File: config.mk
export PLATFORM = sky130hd
export DESIGN_NAME = slot_countdown_alarm_timer
export DESIGN_NICKNAME = d
export VERILOG_FILES = /design/src/rtl/core/scat_pkg.sv /design/src/rtl/core/scat_dpath.sv /design/src/rtl/core/scat_ctrl.sv /design/src/rtl/core/slot_countdown_alarm_timer.sv
export SDC_FILE = /design/constraint.sdc
export NUM_CORES = 1
export LEC_CHECK = 0
export ABC_AREA = 1
export BUFFER_PORTS_ARGS = -buffer_cell sky130_fd_sc_hd__buf_2
export CORE_MARGIN = 2
export CORE_UTILIZATION = 36
export CTS_BUF_LIST = sky130_fd_sc_hd__clkbuf_8
export DETAILED_ROUTE_END_ITERATION = 16
export SETUP_SLACK_MARGIN = 0.15
export SLEW_MARGIN = 10
export SYNTH_ARGS = -nofsm -noshare
export SYNTH_HDL_FRONTEND = slang
export SYNTH_SLANG_ARGS = --single-unit
File: constraint.sdc
create_clock -name clk_i -period 6.2 [get_ports clk_i]
set_input_delay 1.24 -clock clk_i [delete_from_list [all_inputs] [get_ports clk_i]]
set_output_delay 1.24 -clock clk_i [all_outputs]
set_load 0.03 [all_outputs]
File: src/rtl/core/scat_pkg.sv
package scat_pkg;

  localparam int unsigned FRACTION_BITS_DEF = 16;
  localparam int unsigned SECONDS_PER_DAY   = 24 * 60 * 60;
  localparam int unsigned SECONDS_PER_HOUR  = 60 * 60;

  localparam int unsigned TIME_W   = 32;
  localparam int unsigned DAY_W    = 17;
  localparam int unsigned TRACK_W  = 8;
  localparam int unsigned FRAC_W   = 17;
  localparam int unsigned CFG_W    = 17;
  localparam int unsigned CFG_IDX_W = 2;
  // signed width holding saved - day and day-length - day + saved
  localparam int unsigned OFS_W    = DAY_W + 2;

  typedef enum logic [CFG_IDX_W-1:0] {
    CFG_DURATION_MODE = 2'd0,
    CFG_SAVED_SECONDS = 2'd1,
    CFG_AUDIO_TRACK   = 2'd2
  } cfg_idx_e;

  typedef struct packed {
    logic              switch_level;
    logic [TIME_W-1:0] now_seconds;
    logic [TIME_W-1:0] epoch_seconds;
    logic [DAY_W-1:0]  day_seconds;
  } req_t;

  typedef struct packed {
    logic               removed_event;
    logic               returned_event;
    logic               alarm_fired;
    logic [TRACK_W-1:0] alarm_track;
    logic               counting;
    logic               alarming;
    logic [FRAC_W-1:0]  remaining_fraction;
  } res_t;

  typedef enum logic [2:0] {
    ST_IDLE,
    ST_OFFSET,
    ST_UPDATE,
    ST_CHECK,
    ST_PREP,
    ST_DIV,
    ST_DONE
  } state_e;

  typedef struct packed {
    logic load_in;
    logic set_offset;
    logic update;
    logic fire;
    logic load_span;
    logic div_init;
    logic div_step;
    logic load_out;
  } cmd_t;

  typedef struct packed {
    logic counting;
    logic past_alarm;
    logic no_frac;
  } sts_t;

endpackage

File: src/rtl/core/scat_dpath.sv
module scat_dpath import scat_pkg::*; #(
  parameter int unsigned FRACTION_BITS = FRACTION_BITS_DEF
) (
  input  logic                 clk_i,
  input  logic                 rst_ni,
  input  logic                 cfg_we_i,
  input  logic [CFG_IDX_W-1:0] cfg_idx_i,
  input  logic [CFG_W-1:0]     cfg_wdata_i,
  input  req_t                 req_i,
  input  cmd_t                 cmd_i,
  output sts_t                 sts_o,
  output res_t                 res_o
);

  localparam int unsigned Q_W   = FRACTION_BITS + 1;
  localparam int unsigned EXT_W = Q_W + FRAC_W;

  // configuration
  logic               mode_q;
  logic [DAY_W-1:0]   saved_q;
  logic [TRACK_W-1:0] track_cfg_q;

  // timer state
  logic              sw_q, sw_d;
  logic              counting_q, counting_d;
  logic              alarming_q, alarming_d;
  logic [TIME_W-1:0] start_q, start_d;
  logic [TIME_W-1:0] alarm_q, alarm_d;

  // per-request working registers
  req_t               req_q;
  logic [TIME_W-1:0]  offset_q;
  logic [TIME_W-1:0]  span_q;
  logic [TIME_W-1:0]  elapsed_q;
  logic [TIME_W-1:0]  rem_q;
  logic [Q_W-1:0]     quo_q;
  logic               removed_q;
  logic               returned_q;
  logic               fired_q;
  logic [TRACK_W-1:0] track_q;
  res_t               res_q;

  logic signed [OFS_W-1:0] saved_s, day_s, diff_s, wrap_s, ofs_s;
  logic [TIME_W-1:0]       offset_d;
  logic                    edge_det;
  logic [TIME_W:0]         rem2;
  logic                    ge;
  logic [EXT_W-1:0]        quo_ext;

  always_ff @(posedge clk_i or negedge rst_ni) begin
    if (!rst_ni) begin
      mode_q      <= 1'b1;
      saved_q     <= '0;
      track_cfg_q <= '0;
    end else if (cfg_we_i) begin
      case (cfg_idx_i)
        CFG_DURATION_MODE: mode_q      <= cfg_wdata_i[0];
        CFG_SAVED_SECONDS: saved_q     <= cfg_wdata_i[DAY_W-1:0];
        CFG_AUDIO_TRACK:   track_cfg_q <= cfg_wdata_i[TRACK_W-1:0];
        default: ;
      endcase
    end
  end

  // alarm offset from the start time: saved seconds in duration mode, else narrow signed math then sign extension
  always_comb begin
    saved_s = signed'({2'b00, saved_q});
    day_s   = signed'({2'b00, req_q.day_seconds});
    diff_s  = saved_s - day_s;
    wrap_s  = signed'(OFS_W'(SECONDS_PER_DAY)) - day_s + saved_s;
    ofs_s   = (saved_q > req_q.day_seconds) ? diff_s : wrap_s;
    if (mode_q) begin
      offset_d = {{(TIME_W-DAY_W){1'b0}}, saved_q};
    end else begin
      offset_d = {{(TIME_W-OFS_W){ofs_s[OFS_W-1]}}, ofs_s};
    end
  end

  assign edge_det = req_q.switch_level != sw_q;

  always_comb begin
    sw_d       = sw_q;
    counting_d = counting_q;
    alarming_d = alarming_q;
    start_d    = start_q;
    alarm_d    = alarm_q;
    if (cmd_i.update && edge_det) begin
      sw_d = req_q.switch_level;
      if (req_q.switch_level) begin
        counting_d = 1'b1;
        start_d    = req_q.epoch_seconds;
        alarm_d    = req_q.epoch_seconds + offset_q;
      end else begin
        counting_d = 1'b0;
        alarming_d = 1'b0;
      end
    end
    if (cmd_i.fire) begin
      counting_d = 1'b0;
      alarming_d = 1'b1;
    end
  end

  always_ff @(posedge clk_i or negedge rst_ni) begin
    if (!rst_ni) begin
      sw_q       <= 1'b1;
      counting_q <= 1'b0;
      alarming_q <= 1'b0;
      start_q    <= '0;
      alarm_q    <= '0;
    end else begin
      sw_q       <= sw_d;
      counting_q <= counting_d;
      alarming_q <= alarming_d;
      start_q    <= start_d;
      alarm_q    <= alarm_d;
    end
  end

  // restoring divider step: one quotient bit per cycle
  assign rem2 = {rem_q, 1'b0};
  assign ge   = rem2 >= {1'b0, span_q};

  always_ff @(posedge clk_i) begin
    if (cmd_i.load_in) begin
      req_q <= req_i;
    end
    if (cmd_i.set_offset) begin
      offset_q <= offset_d;
    end
    if (cmd_i.update) begin
      removed_q  <= edge_det && req_q.switch_level;
      returned_q <= edge_det && !req_q.switch_level;
      fired_q    <= 1'b0;
      track_q    <= '0;
      quo_q      <= '0;
    end
    if (cmd_i.fire) begin
      fired_q <= 1'b1;
      track_q <= track_cfg_q;
    end
    if (cmd_i.load_span) begin
      span_q    <= alarm_q - start_q;
      elapsed_q <= req_q.now_seconds - start_q;
    end
    if (cmd_i.div_init) begin
      // nothing elapsed means the full span remains: leading bit set
      rem_q <= (elapsed_q == '0) ? '0 : span_q - elapsed_q;
      quo_q <= {{FRACTION_BITS{1'b0}}, elapsed_q == '0};
    end
    if (cmd_i.div_step) begin
      rem_q <= ge ? TIME_W'(rem2 - {1'b0, span_q}) : rem2[TIME_W-1:0];
      quo_q <= {quo_q[Q_W-2:0], ge};
    end
    if (cmd_i.load_out) begin
      res_q <= '{
        removed_event:      removed_q,
        returned_event:     returned_q,
        alarm_fired:        fired_q,
        alarm_track:        track_q,
        counting:           counting_q,
        alarming:           alarming_q,
        remaining_fraction: quo_ext[FRAC_W-1:0]
      };
    end
  end

  assign quo_ext = {{FRAC_W{1'b0}}, quo_q};

  assign sts_o.counting   = counting_q;
  assign sts_o.past_alarm = req_q.now_seconds > alarm_q;
  assign sts_o.no_frac    = (span_q == '0) || (elapsed_q > span_q);
  assign res_o            = res_q;

endmodule

File: src/rtl/core/scat_ctrl.sv
module scat_ctrl import scat_pkg::*; #(
  parameter int unsigned FRACTION_BITS = FRACTION_BITS_DEF
) (
  input  logic clk_i,
  input  logic rst_ni,
  input  logic in_valid_i,
  output logic in_stall_o,
  output logic out_valid_o,
  input  logic out_stall_i,
  input  sts_t sts_i,
  output cmd_t cmd_o
);

  localparam int unsigned CNT_W = $clog2(FRACTION_BITS + 1);

  state_e           state_q, state_d;
  logic [CNT_W-1:0] cnt_q, cnt_d;
  logic             out_valid_q, out_valid_d;
  logic             out_free;
  logic             last_step;

  assign out_free  = !out_valid_q || !out_stall_i;
  assign last_step = cnt_q == CNT_W'(FRACTION_BITS - 1);

  always_comb begin
    state_d = state_q;
    case (state_q)
      ST_IDLE:   if (in_valid_i) state_d = ST_OFFSET;
      ST_OFFSET: state_d = ST_UPDATE;
      ST_UPDATE: state_d = ST_CHECK;
      ST_CHECK: begin
        if (!sts_i.counting || sts_i.past_alarm) begin
          state_d = ST_DONE;
        end else begin
          state_d = ST_PREP;
        end
      end
      ST_PREP:   state_d = sts_i.no_frac ? ST_DONE : ST_DIV;
      ST_DIV:    if (last_step) state_d = ST_DONE;
      ST_DONE:   if (out_free) state_d = ST_IDLE;
      default:   state_d = ST_IDLE;
    endcase
  end

  always_comb begin
    cmd_o       = '0;
    in_stall_o  = 1'b1;
    cnt_d       = cnt_q;
    out_valid_d = out_valid_q && out_stall_i;
    case (state_q)
      ST_IDLE: begin
        in_stall_o    = 1'b0;
        cmd_o.load_in = in_valid_i;
      end
      ST_OFFSET: cmd_o.set_offset = 1'b1;
      ST_UPDATE: cmd_o.update = 1'b1;
      ST_CHECK: begin
        cmd_o.fire      = sts_i.counting && sts_i.past_alarm;
        cmd_o.load_span = sts_i.counting && !sts_i.past_alarm;
      end
      ST_PREP: begin
        cmd_o.div_init = !sts_i.no_frac;
        cnt_d          = '0;
      end
      ST_DIV: begin
        cmd_o.div_step = 1'b1;
        cnt_d          = cnt_q + 1'b1;
      end
      ST_DONE: begin
        cmd_o.load_out = out_free;
        if (out_free) out_valid_d = 1'b1;
      end
      default: ;
    endcase
  end

  always_ff @(posedge clk_i or negedge rst_ni) begin
    if (!rst_ni) begin
      state_q     <= ST_IDLE;
      cnt_q       <= '0;
      out_valid_q <= 1'b0;
    end else begin
      state_q     <= state_d;
      cnt_q       <= cnt_d;
      out_valid_q <= out_valid_d;
    end
  end

  assign out_valid_o = out_valid_q;

  // one request in flight: a new request only after the previous result is queued
  a_one_in_flight: assert property (@(posedge clk_i) disable iff (!rst_ni)
    (in_valid_i && !in_stall_o) |=> in_stall_o)
    else $error("request accepted while another is in flight");

  a_div_len: assert property (@(posedge clk_i) disable iff (!rst_ni)
    (state_q == ST_DIV && !last_step) |=> state_q == ST_DIV)
    else $error("divider left early");

  a_load_free: assert property (@(posedge clk_i) disable iff (!rst_ni)
    cmd_o.load_out |-> out_free)
    else $error("result register overwritten while stalled");

endmodule

File: src/rtl/core/slot_countdown_alarm_timer.sv
// Slot countdown alarm timer.
//
// Input channel (in_valid_i / in_stall_o / in_req_i): one tick request per
// sample of the slot switch, with current time, clock epoch and second of day.
// Output channel (out_valid_o / out_stall_i / out_res_o): exactly one result
// per request, in order: switch edges, alarm trigger with track, counting and
// alarming flags and the remaining fraction (1.0 = 1 << FRACTION_BITS).
// Configuration (cfg_we_i / cfg_idx_i / cfg_wdata_i): write-only registers,
// written by the user only while no request is in flight; not enforced.
//
// A request whose tick yields a fraction goes through offset, update, check,
// divider prep and the divider to its result; a tick that fires the alarm or
// finds no countdown goes from check to the result, and one whose span gives
// no fraction skips the divider. The restoring divider gives one quotient bit
// per cycle. The block works on one request at a time and takes the next one
// the cycle after its result is queued in the output register.
// Reset: switch reads as removed, counting and alarming cleared, duration mode.
// A stalled result holds in the output register; the block then waits with
// the next result ready and does not accept a new request until it moves.
module slot_countdown_alarm_timer import scat_pkg::*; #(
  parameter int unsigned FRACTION_BITS = FRACTION_BITS_DEF
) (
  input  logic                 clk_i,
  input  logic                 rst_ni,
  input  logic                 cfg_we_i,
  input  logic [CFG_IDX_W-1:0] cfg_idx_i,
  input  logic [CFG_W-1:0]     cfg_wdata_i,
  input  logic                 in_valid_i,
  output logic                 in_stall_o,
  input  req_t                 in_req_i,
  output logic                 out_valid_o,
  input  logic                 out_stall_i,
  output res_t                 out_res_o
);

  cmd_t cmd;
  sts_t sts;

  // sequencer: steps each request through offset, update, check and divide
  scat_ctrl #(
    .FRACTION_BITS(FRACTION_BITS)
  ) u_ctrl (
    .clk_i      (clk_i),
    .rst_ni     (rst_ni),
    .in_valid_i (in_valid_i),
    .in_stall_o (in_stall_o),
    .out_valid_o(out_valid_o),
    .out_stall_i(out_stall_i),
    .sts_i      (sts),
    .cmd_o      (cmd)
  );

  // timer state, alarm arithmetic, fraction divider and result register
  scat_dpath #(
    .FRACTION_BITS(FRACTION_BITS)
  ) u_dpath (
    .clk_i      (clk_i),
    .rst_ni     (rst_ni),
    .cfg_we_i   (cfg_we_i),
    .cfg_idx_i  (cfg_idx_i),
    .cfg_wdata_i(cfg_wdata_i),
    .req_i      (in_req_i),
    .cmd_i      (cmd),
    .sts_o      (sts),
    .res_o      (out_res_o)
  );

  // an alarm trigger always ends the countdown
  a_fire_ends_count: assert property (@(posedge clk_i) disable iff (!rst_ni)
    out_valid_o && out_res_o.alarm_fired |-> !out_res_o.counting && out_res_o.alarming)
    else $error("alarm fired while still counting");

  // a return clears both counting and alarming
  a_return_clears: assert property (@(posedge clk_i) disable iff (!rst_ni)
    out_valid_o && out_res_o.returned_event |->
      !out_res_o.counting && !out_res_o.alarming && !out_res_o.removed_event)
    else $error("return left timer active");

  // fraction only while counting
  a_frac_idle: assert property (@(posedge clk_i) disable iff (!rst_ni)
    out_valid_o && !out_res_o.counting |-> out_res_o.remaining_fraction == '0)
    else $error("fraction reported while not counting");

  a_track_idle: assert property (@(posedge clk_i) disable iff (!rst_ni)
    out_valid_o && !out_res_o.alarm_fired |-> out_res_o.alarm_track == '0)
    else $error("track reported without alarm");

endmodule

==> impl_metrics.tcl, run 1 <==
set metrics [dict create \
    crit_type "reg -> reg" \
    p_leak_nw 12.9 \
    clock_skew_ns 0.0635 \
    synth_xor_area_share_pct 4.65 \
    htreeDepth 2 \
    ys_seq_area_share_pct 40.1 \
    cts_tree "done" \
    via_per_inst 5.02 \
    place.gp.congestion 0.936 \
    grt_pass1_wl_mm 117 \
    ys_warn_count 0 \
    clkLatencyLatePin_ns 0.68 \
    drt_pass1_iterations 6 \
    nNetsFinal 3680 \
    critPathCaptureType "flop" \
    cts_made_buffers 60 \
    worst_pin_slew_ns 1.01 \
    drc 0 \
    final_cell_mix "nand2_1, inv_1, nor2_1" \
    critPathCapture "u_dpath.offset_q[17]" \
    setup_violations 0 \
    synth_simple_gate_area_share_pct 21.8 \
    synth_seq_cells 357 \
    ir_drop_mv 0.191 \
    ios 138 \
    grt_antenna_before_repair 1 \
    die_y_um 270 \
    syn_nets 3505 \
    die_w_um 270 \
    finalCritPeriodShare_pct 58.5 \
    synth_flop_cell "edfxtp_1" \
    path_max_fanout 5 \
    synth_compound_area_share_pct 14.0 \
    clock_sinks 357 \
    syn_inst 3164 \
    hold_buffers 0 \
    maxSlewHeadroom_pct 32.6 \
    rsz0062_at_grt "no" \
    detailroute.via_count 21740 \
    setup.worst_path.start_class "flop" \
    finalMaxSlewViolations 0 \
    fp.coreArea_sq_mm 0.0700 \
    period_needed_ns 3.63 \
    yosys-mux-area-fraction_pct 0.398 \
    final.setup.tns_ns 0 \
    synth_fa_ha_area_share_pct 11.8 \
    cts_resized 0 \
    r2r_end "u_dpath.offset_q[17]" \
    place_ws_ns 2.58 \
    dieArea_sq_mm 0.0728 \
    portBuffers 137 \
    maxCapViolCount 0 \
    reg2reg_depth 18 \
    first_iter_violations 1480 \
    core.rowCount 97 \
    wl_mm 74.6 \
    grt_usage_pct 20.2 \
    area_delta_synth_final_pct 11.8 \
    cts-root-buf "clkbuf_8" \
    status "complete, no violations" \
    grt_pass1_vias 21766 \
    drive_gt1_share_pct 8.56 \
    wl_per_cell_um 17.2 \
    yosysUniqueCellTypes 56 \
    r2r-start "u_dpath.day_s[1]" \
    fmax_mhz 276 \
    avgSynthCellArea_sq_um 8.04 \
    mostFrequentLayoutCell "nand2_1" \
    ant_nets 0 \
    start_util_pct 36.3 \
    p_per_area_mw_per_mm2 480 \
    synth_top_family_by_area "simple AND/OR/NAND/NOR gates" \
    hp-class "reg -> reg" \
    cp.required_ns 6.59 \
    clkTransAtPathRegs_ns 0.06 \
    hold_viol 0 \
    grt_remaining_overflow 0 \
    syn-cell-area_sq_mm 0.0254 \
    post_cts_buffers 0 \
    n_fill_cell 7269 \
    synth-edff-count 254 \
    critPathLaunch "u_dpath.day_s[1]" \
    clockBufferDepth 3 \
    cp_data_arrival_time_ns 4.02 \
    synthArstFlopShare_pct 28.6 \
    rrSetupSlack_ns 2.57 \
    grt_max_degree 97 \
    place_hpwl_mm 60.8 \
    worst_slack_ns 2.57 \
]
area by class of cell:
cell class                 instances  area (sq um)  area share [%]
clock buffer                      64           881            3.10
sequential                       357         10200            35.9
multi-input combinational       2328         13400            47.2
tap                              940          1180            4.13
antenna                            1          2.50         0.00879
clock inverter                    46           340            1.20
timing repair buffer             148           771            2.71
inverter                         444          1670            5.86
state kept, by name (all words and copies together), names as in the netlist, 5 cells and up:
signal / cells
u_dpath.req_q: 65
u_dpath.alarm_q: 32
u_dpath.elapsed_q: 32
u_dpath.rem_q: 32
u_dpath.span_q: 32
u_dpath.start_q: 32
u_dpath.res_o: 30
u_dpath.offset_q: 19
u_dpath.day_s: 17
u_dpath.quo_q: 17
u_dpath.saved_q: 17
u_dpath.track_cfg_q: 8
u_dpath.track_q: 8
u_ctrl.cnt_q: 5
logic make-up (layout without fill, tap and decap cells):
family	after synthesis	count (layout)
and+or+nand+nor	1311	1311
AOI/OAI and AO/OA	638	638
buffers and inverters	479	702
DFF	357	357
adders and majority gates	235	235
xor gates and xnor gates	135	135
muxes	9	9
other	0	1
cells in the mapped netlist, types with 8 or more instances:
cell,n,area share [%]
buf_2,8,0.16
clkbuf_1,17,0.25
nand2_1,697,10
nor4_1,10,0.25
inv_2,8,0.12
xnor2_1,60,2.1
a21o_1,29,0.86
o211ai_1,8,0.24
inv_1,436,6.4
nand3_1,192,3.8
nor2_1,283,4.2
a31oi_1,14,0.34
a21oi_1,260,5.1
edfxtp_1,254,30
o21bai_1,30,0.89
o21ai_0,213,4.2
xor2_1,75,2.6
dfrtp_1,100,9.8
mux2_2,9,0.40
o21a_1,10,0.29
a21boi_0,11,0.32
nand4_1,42,1.0
ha_1,228,11
o22ai_1,8,0.20
o21ai_1,26,0.51
nor3_1,34,0.67
o21ai_2,8,0.28
nand3b_1,25,0.74
power breakdown:
| group | total, mW | leakage [nW] | internal [mW] | switching (mW) |
|---|---|---|---|---|
| combinational | 7.48 | 8.55 | 2.56 | 4.92 |
| sequential | 4.03 | 3.62 | 3.60 | 0.432 |
| clock | 2.15 | 0.679 | 1.16 | 0.988 |
worst min-delay path by stage:
| stage | start | to | slack (ns) | cells past startpoint |
|---|---|---|---|---|
| finish | u_dpath.track_q[2] | u_dpath.res_o[21] | 0.42 | 0 |
| global route | u_dpath.returned_q | u_dpath.res_o[28] | 0.43 | 0 |
| CTS | u_dpath.track_q[2] | u_dpath.res_o[21] | 0.42 | 0 |
| detailed placement | u_dpath.track_q[2] | u_dpath.res_o[21] | 0.41 | 0 |
| global placement | u_dpath.track_q[1] | u_dpath.res_o[20] | 0.41 | 0 |
| floorplan | u_dpath.quo_q[16] | u_dpath.res_o[16] | 0.40 | 0 |
metal layers:
layer	share of wire, %	wire length, um	vias to the layer above	global-route usage [%]
met3	3.4	2530	133	2.05
met2	49	36800	461	36.4
met4	3.0	2220	0	6.45
met1	44	33000	10090	25.3
met5	0	0	-	0
li1	-	-	11056	-
critical path: stages (launching register included):
cell      delay, ns
edfxtp_1       0.42
inv_1          0.14
ha_1           0.20
nand2_1        0.06
nor2_1         0.16
nand3_1        0.14
o21ai_1        0.35
o21ai_1        0.15
nor3_1         0.25
o21ai_1        0.11
xor2_1         0.15
ha_1           0.34
a21o_1         0.21
a21oi_1        0.14
o21ai_0        0.09
a21oi_1        0.17
nand4_1        0.10
nand3_1        0.10
a21oi_1        0.09
per-stage QoR:
step	hold slack (ns)	instance area (sq um)	util (%)	instances	total power, mW
floorplan	0.400	25500	-	3164	9.36
global placement	0.405	27200	38.9	4217	11.4
detailed placement	0.407	27200	38.9	4217	11.5
CTS	0.422	28500	40.6	4327	13.7
global route	0.427	28500	40.6	4328	14.9
finish	0.419	28500	40.6	4328	13.7
Power figures use the tool's default switching activity.
==> inputs of run 2 (changes only) <==
==> constraint.sdc (replaced) <==
create_clock -name clk_i -period 2.9 [get_ports clk_i]
set_input_delay 0.58 -clock clk_i [delete_from_list [all_inputs] [get_ports clk_i]]
set_output_delay 0.58 -clock clk_i [all_outputs]
set_load 0.03 [all_outputs]
==> impl_metrics.tcl, run 2 (synthesis results as in run 1) <==
set metrics [dict create \
    period_needed_ns 3.08 \
    die_y_um 270 \
    path_cells "inv_2, ha_4, nand2_4, nor2_4, nand3_2, o21ai_4, o21ai_2, nor3_2, o21ai_1, xor2_1, ha_1, a21o_1, a21oi_1, o21ai_1, a21oi_2, nand4_1, nand3_1, a21oi_1" \
    path_buf_inv 1 \
    crit_family "compound AO/OA/AOI/OAI gates" \
    maxCapViolCount 0 \
    cts-root-buf "clkbuf_8" \
    die_w_um 270 \
    ant_nets 0 \
    cts_made_buffers 59 \
    portBuffers 137 \
    drive_gt1_share_pct 14.0 \
    ios 138 \
    start_util_pct 36.3 \
    r2r-start "u_dpath.day_s[0]" \
    worst_slack_ns -0.179 \
    clkPwrFrac_pct 15.9 \
    area_delta_synth_final_pct 18.2 \
    p_sw_share_pct 45.4 \
    worst_pin_slew_ns 0.746 \
    ir_drop_mv 0.576 \
    cp.required_ns 3.32 \
    grt_pass1_vias 22166 \
    core.rowCount 97 \
    place.gp.congestion 0.975 \
    clock_skew_ns 0.0334 \
    grt_pass1_wl_mm 118 \
    grt_max_degree 97 \
    critical-path-max-stage-delay_ns 0.41 \
    setup.worst_path.start_class "flop" \
    rsz0062_at_grt "yes" \
    htreeDepth 2 \
    wl_per_cell_um 17.1 \
    grt_usage_pct 20.4 \
    regMostFlops "u_dpath.req_q" \
    detailroute.via_count 22119 \
    path_max_fanout 4 \
    cts_tree "done" \
    p_seq_share_pct 27.8 \
    nNetsFinal 3795 \
    n_fill_cell 7088 \
    fmax_mhz 325 \
    min_from "in_req_i[21]" \
    clockBufferDepth 3 \
    hold_viol 0 \
    first_iter_violations 1218 \
    finalMaxSlewViolations 0 \
    setup_violations 8 \
    drc 0 \
    final_cell_mix "nand2_1, inv_1, nor2_1" \
    regArea_sq_mm 0.0102 \
    clkTransAtPathRegs_ns 0.07 \
    p_total_mw 30.9 \
    grt_remaining_overflow 0 \
    largest_reg_flops 65 \
    grt_antenna_before_repair 1 \
    cpMaxStageDelayCell "edfxtp_1" \
    critPathLaunch "u_dpath.day_s[0]" \
    dieArea_sq_mm 0.0728 \
    status "finished with violations" \
    clock_sinks 357 \
    finalCritPeriodShare_pct 106 \
    via_per_inst 4.98 \
    cp_data_arrival_time_ns 3.50 \
    p_leak_nw 13.6 \
    p_per_area_mw_per_mm2 1030 \
    drt_pass1_iterations 5 \
    mostFrequentLayoutCell "nand2_1" \
    hp-class "in -> reg" \
    crit_type "reg -> reg" \
    final.setup.tns_ns -0.674 \
    violations "setup timing" \
    pwr-share-comb_pct 56.3 \
    wl_mm 76.1 \
    maxSlewHeadroom_pct 50.1 \
    fp.coreArea_sq_mm 0.0700 \
    critPathCaptureType "flop" \
    internal-power_mw 16.9 \
    place_hpwl_mm 61.7 \
    multi_input_area_sq_mm 0.0139 \
    switching_power_mw 14.0 \
    clkLatencyLatePin_ns 0.68 \
]
==> run 2: changes by cell type in the layout (fill, tap and decap cells not counted), sizes merged <==
cell	previous run	this run
buf	148	261
bufinv	5	9
clkbuf	64	62
clkinv	25	20
clkinvlp	1	2
dlygate4sd3	0	1
inv	459	465
==> run 2: cell type report <==
type | count | share of cell area [%]
inverters | 444 | 5.54
multi-input cells | 2328 | 46.2
flip-flops and latches | 357 | 33.9
clock buffers | 60 | 2.74
well taps | 940 | 3.91
repair buffers | 264 | 6.13
clock inverters | 52 | 1.58
diodes | 1 | 0.00832
==> run 2: worst paths after layout <==
path	endpoint	slack, ns	cells after the start
worst max-delay path	u_dpath.offset_q[17]	-0.18	18
worst min-delay path	u_dpath.req_q[21]	0.08	1
worst max register to register	u_dpath.offset_q[17]	-0.18	18
worst min register to register	u_dpath.res_o[22]	0.42	0
max in group asynchronous	u_dpath.sw_q	1.78	3
min in group asynchronous	u_dpath.track_cfg_q[2]	0.46	2
==> run 2: repair_timing <==
action,in CTS,in global routing
cloned,0,3
pin swaps,13,27
hold buffers,1,0
setup endpoints to repair,25,136
endpoints found under the hold margin,32,0
setup buffers,3,13
resized for setup,27,89
==> run 2: power by group through the flow <==
stage / Combinational, mW / Clock [mW] / Sequential [mW]
after CTS: 16.8 / 5.08 / 8.60
after floorplan: 11.5 / 0 / 8.48
final: 17.4 / 4.92 / 8.58
after detailed placement: 16.6 / 0 / 8.68
after global routing: 19.5 / 5.29 / 8.72
after global placement: 16.5 / 0 / 8.66
==> run 2: worst reg2reg max path: cells and delay by family, from the launching register on <==
kind | cells | cell delay [ns]
compound gates | 8 | 1.07
simple gates | 6 | 0.60
fa+ha+maj | 2 | 0.51
flops | 1 | 0.41
xor+xnor | 1 | 0.16
buf+inv | 1 | 0.10
==> run 2: through the flow <==
stage | utilization, % | instances | hold WS, ns | area (sq um) | worst slack, ns
6_report | 43.0 | 4446 | 0.0791 | 30100 | -0.179
5_1_grt | 43.0 | 4446 | 0.0362 | 30100 | -0.331
4_1_cts | 42.2 | 4429 | 0.0214 | 29500 | -0.116
3_5_place_dp | 40.2 | 4313 | 0.405 | 28100 | -0.174
3_3_place_gp | 40.2 | 4313 | 0.406 | 28100 | -0.123
2_1_floorplan | - | 3164 | 0.284 | 25500 | -0.314
==> run 2: routing by layer <==
metal	wire length, um	vias to the layer above	track usage (%)
met4	3200	0	8.79
met5	0	-	0
met1	32900	10184	25.3
met3	2690	147	2.15
met2	37300	485	36.0
li1	-	11303	-
